### config.mk
export PLATFORM = sky130hd
export DESIGN_NAME = cl2_reduce
export DESIGN_NICKNAME = d
export VERILOG_FILES = /design/src/sv/cl2_pkg.sv /design/src/sv/cl2_reduce.sv
export SDC_FILE = /design/constraint.sdc
export NUM_CORES = 2
export LEC_CHECK = 0
export BUFFER_PORTS_ARGS = -buffer_cell sky130_fd_sc_hd__clkbuf_2
export CAP_MARGIN = 10
export CORE_AREA = 2 2 346 348
export DETAILED_ROUTE_END_ITERATION = 7
export DIE_AREA = 0 0 348 350
export PLACE_DENSITY_LB_ADDON = 0.2
export SLEW_MARGIN = 20
export SYNTH_ARGS = -nofsm -noshare
export SYNTH_HDL_FRONTEND = slang
export SYNTH_SLANG_ARGS = --single-unit
export TNS_END_PERCENT = 20
### constraint.sdc
create_clock -name aclk -period 8.1 [get_ports aclk]
set_input_delay 0.405 -clock aclk [delete_from_list [all_inputs] [get_ports aclk]]
set_output_delay 0.405 -clock aclk [all_outputs]
set_load 0.01 [all_outputs]
### src/sv/cl2_pkg.sv
package cl2_pkg;

    localparam int FRAC       = 56;
    localparam int LOW_MAX    = 19;
    localparam int HIGH_MAX   = 32;
    localparam int CLEN_ITERS = 32;
    localparam int LOG_TERMS  = 20;
    localparam int LOW_BRANCH_TERMS_DEF  = 19;
    localparam int HIGH_BRANCH_TERMS_DEF = 30;

    // range reduction: quotient bits and working width
    localparam int KQ_W  = 10;
    localparam int RED_W = 54;

    typedef logic signed [63:0] q_t;
    typedef logic [58:0] rem_t;
    typedef logic [57:0] den_t;

    typedef struct packed {
        q_t         w;
        q_t         t2l;
        q_t         t2h;
        q_t         bl0;
        q_t         bl1;
        q_t         bl2;
        q_t         bh0;
        q_t         bh1;
        q_t         bh2;
        q_t         ww;
        q_t         cube;
        q_t         dl;
        q_t         s;
        q_t         s2;
        q_t         sum;
        q_t         lg;
        logic [5:0] p;
        rem_t       rem;
        den_t       den;
    } pl_t;

    localparam longint DEC_ONE           = 64'd1000000000000000000;
    localparam longint TWO_PI_DEC        = 64'd6283185307179586000;
    localparam longint HALF_PI_DEC       = 64'd1570796326794896500;
    localparam longint THREE_HALF_PI_DEC = 64'd4712388980384689500;
    localparam longint TWO_OVER_PI_DEC   = 64'd636619772367581343;
    localparam longint LN2_DEC           = 64'd693147180559945309;

    localparam longint LOW_DEC [0:18] = '{
        64'd55905663947151323, 64'd0, 64'd176308874389812, 64'd0,
        64'd1266274146116, 64'd0, 64'd11717181813, 64'd0, 64'd123006413, 64'd0,
        64'd1395273, 64'd0, 64'd16691, 64'd0, 64'd208, 64'd0, 64'd3, 64'd0, 64'd0
    };

    localparam longint HIGH_DEC [0:31] = '{
        64'd0, -64'sd960709721490083588, 64'd0, 64'd43936611519113928, 64'd0,
        64'd780149059052175, 64'd0, 64'd26219848932606, 64'd0, 64'd1092924974726,
        64'd0, 64'd51226183439, 64'd0, 64'd2588635127, 64'd0, 64'd137875455,
        64'd0, 64'd7634487, 64'd0, 64'd435569, 64'd0, 64'd25447, 64'd0, 64'd1516,
        64'd0, 64'd92, 64'd0, 64'd6, 64'd0, 64'd0, 64'd0, 64'd0
    };

    // round(num * 2^fb / den), restoring long division
    function automatic logic [63:0] udiv_frac(input logic [63:0] num,
                                              input logic [63:0] den, input int fb);
        logic [65:0] r;
        logic [63:0] q;
        r = '0;
        q = '0;
        for (int i = 63; i >= 0; i--) begin
            r = {r[64:0], num[i]};
            q = {q[62:0], 1'b0};
            if (r >= {2'b00, den}) begin
                r    = r - {2'b00, den};
                q[0] = 1'b1;
            end
        end
        for (int i = 0; i < fb; i++) begin
            r = {r[64:0], 1'b0};
            q = {q[62:0], 1'b0};
            if (r >= {2'b00, den}) begin
                r    = r - {2'b00, den};
                q[0] = 1'b1;
            end
        end
        r = {r[64:0], 1'b0};
        if (r >= {2'b00, den}) begin
            q = q + 64'd1;
        end
        return q;
    endfunction

    function automatic q_t dec_to_q(input longint v, input int fb);
        logic [63:0] mag;
        q_t          q;
        mag = (v < 0) ? (64'd0 - 64'(v)) : 64'(v);
        q   = q_t'(udiv_frac(mag, 64'(DEC_ONE), fb));
        return (v < 0) ? -q : q;
    endfunction

    function automatic q_t low_coef(input int i, input int n);
        q_t c;
        c = '0;
        if (i < n && i < LOW_MAX && i >= 0) begin
            c = dec_to_q(LOW_DEC[i], FRAC);
        end
        return c;
    endfunction

    function automatic q_t high_coef(input int i, input int n);
        q_t c;
        c = '0;
        if (i < n && i < HIGH_MAX && i >= 0) begin
            c = dec_to_q(HIGH_DEC[i], FRAC);
        end
        return c;
    endfunction

    function automatic q_t inv_odd(input int k);
        return q_t'(udiv_frac(64'd1, 64'(2 * k + 1), FRAC));
    endfunction

    function automatic logic [63:0] umag(input q_t v);
        logic [63:0] vu;
        vu = v;
        return vu[63] ? (~vu + 64'd1) : vu;
    endfunction

    // shift right, round to nearest, ties away from zero
    function automatic q_t rshift_round(input q_t v, input int s);
        logic [64:0] u;
        logic [63:0] r;
        u = {1'b0, umag(v)};
        u = (u + (65'd1 << (s - 1))) >> s;
        r = u[63:0];
        return v[63] ? q_t'(-r) : q_t'(r);
    endfunction

    localparam q_t ONE_Q = q_t'(64'd1 << FRAC);
    localparam q_t TP40  = dec_to_q(TWO_PI_DEC, 40);
    localparam q_t HP40  = dec_to_q(HALF_PI_DEC, 40);
    localparam q_t TP    = dec_to_q(TWO_PI_DEC, FRAC);
    localparam q_t HP    = dec_to_q(HALF_PI_DEC, FRAC);
    localparam q_t THP   = dec_to_q(THREE_HALF_PI_DEC, FRAC);
    localparam q_t TOP   = dec_to_q(TWO_OVER_PI_DEC, FRAC);
    localparam q_t LN2   = dec_to_q(LN2_DEC, FRAC);

    localparam logic [RED_W-1:0] RED_BIAS = RED_W'(HP40 + (TP40 <<< (KQ_W - 1)));
    localparam logic [RED_W-1:0] TP40_U   = RED_W'(TP40);

endpackage

### src/sv/cl2_reduce.sv
module cl2_reduce (
    input  logic               aclk,
    input  logic               aresetn,
    input  logic               en,
    input  logic               in_valid,
    input  logic signed [31:0] in_x,
    output logic               out_valid,
    output cl2_pkg::q_t        out_w
);
    import cl2_pkg::*;

    // floor((x + pi/2) / 2pi) by restoring division, then w = x - k*2pi
    logic [KQ_W:0]      vld_reg;
    logic [RED_W-1:0]   rem_reg [0:KQ_W];
    logic [KQ_W-1:0]    q_reg [0:KQ_W];
    logic signed [31:0] x_reg [0:KQ_W];
    logic [2:0]         tail_vld_reg;
    q_t                 prod_reg, w_reg, wf_reg;
    logic signed [31:0] xm_reg;
    logic signed [KQ_W:0] k;
    q_t                 prod_next, w_next, wf_next;

    always_ff @(posedge aclk) begin
        if (!aresetn) begin
            vld_reg      <= '0;
            tail_vld_reg <= '0;
        end else if (en) begin
            vld_reg      <= {vld_reg[KQ_W-1:0], in_valid};
            tail_vld_reg <= {tail_vld_reg[1:0], vld_reg[KQ_W]};
        end
    end

    always_ff @(posedge aclk) begin
        if (en) begin
            rem_reg[0] <= {{2{in_x[31]}}, in_x, 20'd0} + RED_BIAS;
            q_reg[0]   <= '0;
            x_reg[0]   <= in_x;
        end
    end

    for (genvar j = 1; j <= KQ_W; j++) begin : g_div
        localparam logic [RED_W-1:0] DV = TP40_U << (KQ_W - j);
        always_ff @(posedge aclk) begin
            if (en) begin
                x_reg[j] <= x_reg[j-1];
                if (rem_reg[j-1] >= DV) begin
                    rem_reg[j] <= rem_reg[j-1] - DV;
                    q_reg[j]   <= q_reg[j-1] | (KQ_W'(1) << (KQ_W - j));
                end else begin
                    rem_reg[j] <= rem_reg[j-1];
                    q_reg[j]   <= q_reg[j-1];
                end
            end
        end
    end

    always_comb begin
        k         = $signed({1'b0, q_reg[KQ_W]}) - $signed((KQ_W+1)'(1) << (KQ_W - 1));
        prod_next = q_t'(k) * TP;
        w_next    = (q_t'(xm_reg) <<< 36) - prod_reg;
        if (w_reg < -HP) begin
            wf_next = w_reg + TP;
        end else if (w_reg >= THP) begin
            wf_next = w_reg - TP;
        end else begin
            wf_next = w_reg;
        end
    end

    always_ff @(posedge aclk) begin
        if (en) begin
            prod_reg <= prod_next;
            xm_reg   <= x_reg[KQ_W];
            w_reg    <= w_next;
            wf_reg   <= wf_next;
        end
    end

    assign out_valid = tail_vld_reg[2];
    assign out_w     = wf_reg;

endmodule

Word-level counts from Yosys, hierarchy flattened:

Memory sizes are Yosys's and may differ from the RTL's. A register that Yosys moved wholly into a read port is not among the register bits.
Index checks and enable logic that the tools add are counted.

* multipliers: 1
* order comparisons: 12
* bitwise gates (word level): 20
* multiplexer cells: 84
* add/subtract/negate cells: 15

Operator list (number)
* $mux W54: 10
* $mux W64: 2
* $mux W10: 10
* $add A64 B60 Y64 const B: 1
* $ge A64 B60 Y1 const B: 1
* $lt A64 B58 Y1 const B: 1
* $mul A11 B60 Y64 const B: 1
* $sub A64 B60 Y64 const B: 1
* $sub A64 B64 Y64: 1
* $mux W1: 62
* $add A52 B53 Y54 const B: 1
* $ge A54 B43 Y1 const B: 1
* $ge A54 B44 Y1 const B: 1
* $ge A54 B45 Y1 const B: 1
* $ge A54 B46 Y1 const B: 1
* $ge A54 B47 Y1 const B: 1
* $ge A54 B48 Y1 const B: 1
* $ge A54 B49 Y1 const B: 1
* $ge A54 B50 Y1 const B: 1
* $ge A54 B51 Y1 const B: 1
* $ge A54 B52 Y1 const B: 1
* $sub A54 B43 Y54 const B: 1
* $sub A54 B44 Y54 const B: 1
* $sub A54 B45 Y54 const B: 1
* other kinds (9): 28

* register bits after elaboration: 206
* RAM bits: 1056
* logic and storage cells: 140
* input bits: 36
* memories: 3
* output and inout port bits: 65

Memory list
* rem_reg: depth 11, bits a word 54, read ports 10, clocked after memory_dff 0, wr ports 11, RTL line cl2_reduce.sv:14 `logic [RED_W-1:0] rem_reg [0:KQ_W];`
* x_reg: depth 11, bits a word 32, read ports 11, clocked after memory_dff 1, wr ports 11, RTL line cl2_reduce.sv:16 `logic signed [31:0] x_reg [0:KQ_W];`
* q_reg: depth 11, bits a word 10, read ports 11, clocked after memory_dff 0, wr ports 11, RTL line cl2_reduce.sv:15 `logic [KQ_W-1:0] q_reg [0:KQ_W];`

Longest topological paths before layout:

* depth after elaboration: 5
* mapped depth: 21
* gate-level depth less buffers: 21

Least setup slack after synthesis:

Ideal clock, no wire load.

* kind: register to register
* from: mem q_reg[10][1]
* to: reg prod_reg[61], data pin
* path slack: 2.052 ns
* arrival: 5.789 ns
* setup time: 0.259 ns
* period minus slack after synthesis: 6.048 ns
* required time: 7.841 ns
* stages on the path, launching flop included: 20
* path buffers: 0
* cells stage by stage: edfxtp_1 -> inv_1 -> ha_1 -> inv_1 -> fa_1 -> inv_1 -> fa_1 -> inv_1 -> fa_1 -> inv_1 -> ha_1 -> a21oi_1 -> nor2b_1 -> a311o_1 -> a2111o_1 -> a2111oi_1 -> o31ai_1 -> a31oi_1 -> o21ai_0 -> xnor2_1

RTL lines
* start, declared: RTL line cl2_reduce.sv:15
* end signal, assigned: RTL line cl2_reduce.sv:72 `prod_reg <= prod_next;`
* end, declared: RTL line cl2_reduce.sv:18 `q_t prod_reg, w_reg, wf_reg;`

==> impl_metrics.xml <==
<?xml version="1.0" encoding="UTF-8"?>
<metrics>
  <group name="worst_setup_path">
    <metric name="path_class" unit="">reg -&gt; reg</metric>
    <metric name="cp_common_cell" unit="">fa_1</metric>
    <metric name="critical_path.startpoint_type" unit="">register</metric>
    <metric name="critical_path_peak_fanout" unit="">10</metric>
    <metric name="rr_endpoint" unit="">prod_reg[61]</metric>
    <metric name="cp_data_required_time" unit="ps">8540</metric>
    <metric name="crit_arrival" unit="ps">7390</metric>
    <metric name="critical-path-max-stage-delay" unit="ps">850</metric>
    <metric name="crit_chain" unit="">fa_1 -&gt; ha_1 -&gt; xor2_1 -&gt; fa_1 -&gt; fa_1 -&gt; inv_1 -&gt; fa_1 -&gt; inv_1 -&gt; ha_1 -&gt; a21o_1 -&gt; a21o_1 -&gt; a2111o_1 -&gt; a2111oi_1 -&gt; o31ai_1 -&gt; a31oi_1 -&gt; o21ai_0 -&gt; xnor2_1</metric>
    <metric name="r2r_cells" unit="">17</metric>
    <metric name="cp-end-kind" unit="">register</metric>
    <metric name="critPathSlowestCell" unit="">fa_1</metric>
    <metric name="setup.reg_to_reg.worst_slack" unit="ps">1150</metric>
    <metric name="regToRegStartpoint" unit="">q_reg[10][4]</metric>
  </group>
  <group name="timing">
    <metric name="setup_tns" unit="ps">0</metric>
    <metric name="slew_violations" unit="">0</metric>
    <metric name="setup_viol_count_final" unit="">0</metric>
    <metric name="slew_headroom" unit="%">22.33</metric>
    <metric name="fin_crit" unit="ps">6952</metric>
    <metric name="finalCritPeriodShare" unit="%">85.82</metric>
    <metric name="final.setup.worst_slack" unit="ps">1148</metric>
    <metric name="unrepaired_setup_endpoints_after_global_routing" unit="">no</metric>
    <metric name="finalClockSkew" unit="ps">57.51</metric>
    <metric name="maxClockFrequency" unit="MHz">143.9</metric>
    <metric name="worst_pin_slew" unit="ps">1136</metric>
    <metric name="timing.final.hold_violations" unit="">0</metric>
  </group>
  <group name="floorplan">
    <metric name="die_y" unit="um">350</metric>
    <metric name="core.rowCount" unit="">126</metric>
    <metric name="initial_utilization" unit="%">47.89</metric>
    <metric name="die_width" unit="um">348</metric>
    <metric name="core_region_area" unit="um2">117800</metric>
    <metric name="die_area" unit="um2">121800</metric>
    <metric name="floorplan.io_pins" unit="">101</metric>
  </group>
  <group name="pwr">
    <metric name="seq_power_share" unit="%">41.7</metric>
    <metric name="clock_power_share" unit="%">24.5</metric>
    <metric name="cellInternalPower" unit="uW">13550</metric>
    <metric name="power_frac_comb" unit="%">33.8</metric>
    <metric name="power-per-cell-area" unit="nW/um2">328.8</metric>
    <metric name="leakage" unit="uW">0.02385</metric>
    <metric name="switching_power" unit="uW">7007</metric>
    <metric name="power.ir.vdd_worst" unit="mV">0.2302</metric>
    <metric name="power.switching_fraction" unit="%">34.08</metric>
  </group>
  <group name="detailed_routing">
    <metric name="via_per_inst" unit="">5.328</metric>
    <metric name="drc" unit="">0</metric>
    <metric name="detailroute.via_count" unit="">33890</metric>
    <metric name="detailedRoute.firstPassIterationCount" unit="">5</metric>
    <metric name="routed_wl" unit="um">110500</metric>
    <metric name="starting_drt_drc_count" unit="">2531</metric>
    <metric name="wl_per_cell" unit="um">17.37</metric>
    <metric name="drt.antenna.violating_nets" unit="">0</metric>
  </group>
  <group name="synth">
    <metric name="synth_top_cells_by_count" unit="">1044 x edfxtp_1, 353 x xnor2_1, 345 x inv_1, 341 x nand2_1, 286 x nor2_1</metric>
    <metric name="ys.flop_type" unit="">edfxtp_1</metric>
    <metric name="synthesis.area" unit="um2">56390</metric>
    <metric name="yosysSeqAreaShare" unit="%">56.09</metric>
    <metric name="synth.net_count" unit="">5006</metric>
    <metric name="number_of_library_cell_types_mapped_by_synthesis" unit="">103</metric>
    <metric name="synth_edf_count" unit="">1044</metric>
    <metric name="netlist.top_cell.by_area" unit="">edfxtp_1</metric>
    <metric name="number_of_cells_produced_by_synthesis" unit="">4599</metric>
    <metric name="synth_top_cells_by_area" unit="">edfxtp_1 56%, xnor2_1 5.5%, fa_1 5.1%</metric>
    <metric name="yosys.cell_count.top_type" unit="">edfxtp_1</metric>
    <metric name="post_synth.cell_area_avg" unit="um2">12.26</metric>
    <metric name="post-synth-top-area-fraction" unit="%">55.59</metric>
    <metric name="postSynthRegisterBits" unit="">1058</metric>
    <metric name="async_reset_ff_share" unit="%">0</metric>
    <metric name="number_of_warnings_printed_during_yosys_synthesis" unit="">0</metric>
  </group>
  <group name="finish">
    <metric name="largest_register_ff_count" unit="">461</metric>
    <metric name="num-nets-final" unit="">5142</metric>
    <metric name="fraction_of_layout_cells_with_a_size_suffix_above_1" unit="%">7.895</metric>
    <metric name="n_antenna_cell" unit="">0</metric>
    <metric name="areaGrowthSynthToFinish" unit="%">10.88</metric>
    <metric name="layout.filler_cells" unit="">9943</metric>
  </group>
  <group name="worst_hold_path">
    <metric name="min_path_type" unit="">in -&gt; reg</metric>
    <metric name="timing.hold.worst_endpoint" unit="">rem_reg[0][48]</metric>
    <metric name="hold_start" unit="">in_x[28]</metric>
    <metric name="worst_hold_path.num_cells" unit="">2</metric>
  </group>
  <group name="clock_network">
    <metric name="clock-root-buffer" unit="">clkbuf_16</metric>
    <metric name="path_clk_slew" unit="ps">70</metric>
    <metric name="clk_path_buf_depth" unit="">3</metric>
    <metric name="cts_buffers" unit="">110</metric>
    <metric name="tritoncts" unit="">yes</metric>
    <metric name="clock_tree.htree_level_count" unit="">3</metric>
    <metric name="post_cts.repair.setup_buffers" unit="">0</metric>
    <metric name="clock_latency" unit="ps">710</metric>
    <metric name="clock-sinks" unit="">1058</metric>
  </group>
  <group name="flow_run">
    <metric name="cap_violations" unit="">0</metric>
  </group>
  <group name="place">
    <metric name="detailedPlacementHpwl" unit="um">82450</metric>
    <metric name="gp_congestion" unit="">0.9298</metric>
    <metric name="dpl_worst_slack" unit="ps">1128</metric>
    <metric name="count_of_buffers_inserted_at_the_top_level_ports" unit="">100</metric>
  </group>
  <group name="outcome">
    <metric name="result_of_the_run" unit="">finished clean</metric>
  </group>
  <group name="grt">
    <metric name="use_met2" unit="%">28.09</metric>
    <metric name="grt_first_pass_wirelength" unit="um">178900</metric>
    <metric name="first_global_vias" unit="">32980</metric>
    <metric name="top_usage_layer" unit="">met2</metric>
    <metric name="grt_max_degree" unit="">189</metric>
    <metric name="grt_met1_use" unit="%">27.09</metric>
    <metric name="gr-usage-all-layers" unit="%">18.32</metric>
    <metric name="overflow" unit="">0</metric>
    <metric name="met3_usage_grt" unit="%">2.631</metric>
    <metric name="antenna_violations_before_repair" unit="">3</metric>
  </group>
</metrics>
-- cell usage in the layout, fill, tap and decap left out, drive strengths merged, types with 130 or more instances in the layout --
cell type  instances
edfxtp          1044
nand2            341
xor2             238
a21oi            211
nor3             130
clkbuf           238
xnor2            353
fa               143
nor2             286
ha               228
inv              352
o21ai            137
-- power by group through the flow --
stage | combinational [uW] | sequential [uW] | clock (uW)
after floorplan | 5260 | 8330 | 0
after global placement | 6880 | 8640 | 0
after detailed placement | 6900 | 8670 | 0
after CTS | 6950 | 8560 | 5190
after global routing | 7820 | 8720 | 5400
final | 6960 | 8570 | 5030
-- repair_timing --
item	in CTS	in global routing
hold endpoints to repair	32	0
gates resized for setup	0	0
hold buffers	31	0
-- routing by layer --
metal	share of wire [%]	vias up	routed length, um
met3	4.9	153	5383
li1	-	16990	-
met4	2.4	0	2643
met1	49	16020	54130
met2	44	731	48340
met5	0	-	0
-- stage by stage --
stage / utilization, % / hold slack (ps) / cell area [um2] / cells / power, uW
final: 53.10 / 57.64 / 62530 / 6362 / 20560
after floorplan: - / 400.3 / 56390 / 4599 / 13590
after global routing: 53.10 / 38.24 / 62530 / 6362 / 21940
after detailed placement: 49.73 / 404.5 / 58560 / 6128 / 15580
after global placement: 49.73 / 400.1 / 58560 / 6128 / 15520
after CTS: 53.10 / 1.855 / 62530 / 6362 / 20700
-- cells by family after synthesis --
logic type,after synthesis,synth area share (%)
compound gates,821,9.871
xor+xnor,591,9.179
fa+ha+maj,371,10.13
buf+inv,489,3.335
flops,1058,56.09
mux,25,0.4593
simple gates,1244,10.93
-- worst max-delay path, delay by kind of cell (launching register included) --
| family | cells | cell delay [ps] |
|---|---|---|
| AOI/OAI and AO/OA | 7 | 2390 |
| xor gates and xnor gates | 2 | 380 |
| adders and majority gates | 6 | 3170 |
| buffers and inverters | 2 | 130 |
| DFF | 1 | 640 |
-- worst max path at each step --
stage | startpoint | to | cells after the start | slack (ps)
CTS | q_reg[10][2] | prod_reg[61] | 17 | 1130
global route | q_reg[10][0] | prod_reg[61] | 19 | 870
global placement | q_reg[10][4] | prod_reg[61] | 17 | 1190
finish | q_reg[10][4] | prod_reg[61] | 17 | 1150
detailed placement | q_reg[10][8] | prod_reg[61] | 18 | 1130
floorplan | q_reg[10][1] | prod_reg[61] | 19 | 2050
-- final cells by class --
class	count	area, um2	area share [%]
inverter	348	1309	2.093
tap	1536	1922	3.073
clock buffer	139	2883	4.610
multi-input combinational	3052	22900	36.62
sequential	1058	31630	50.58
timing repair buffer	165	1114	1.781
clock inverter	64	773.2	1.237
Power figures use the tool's default switching activity.
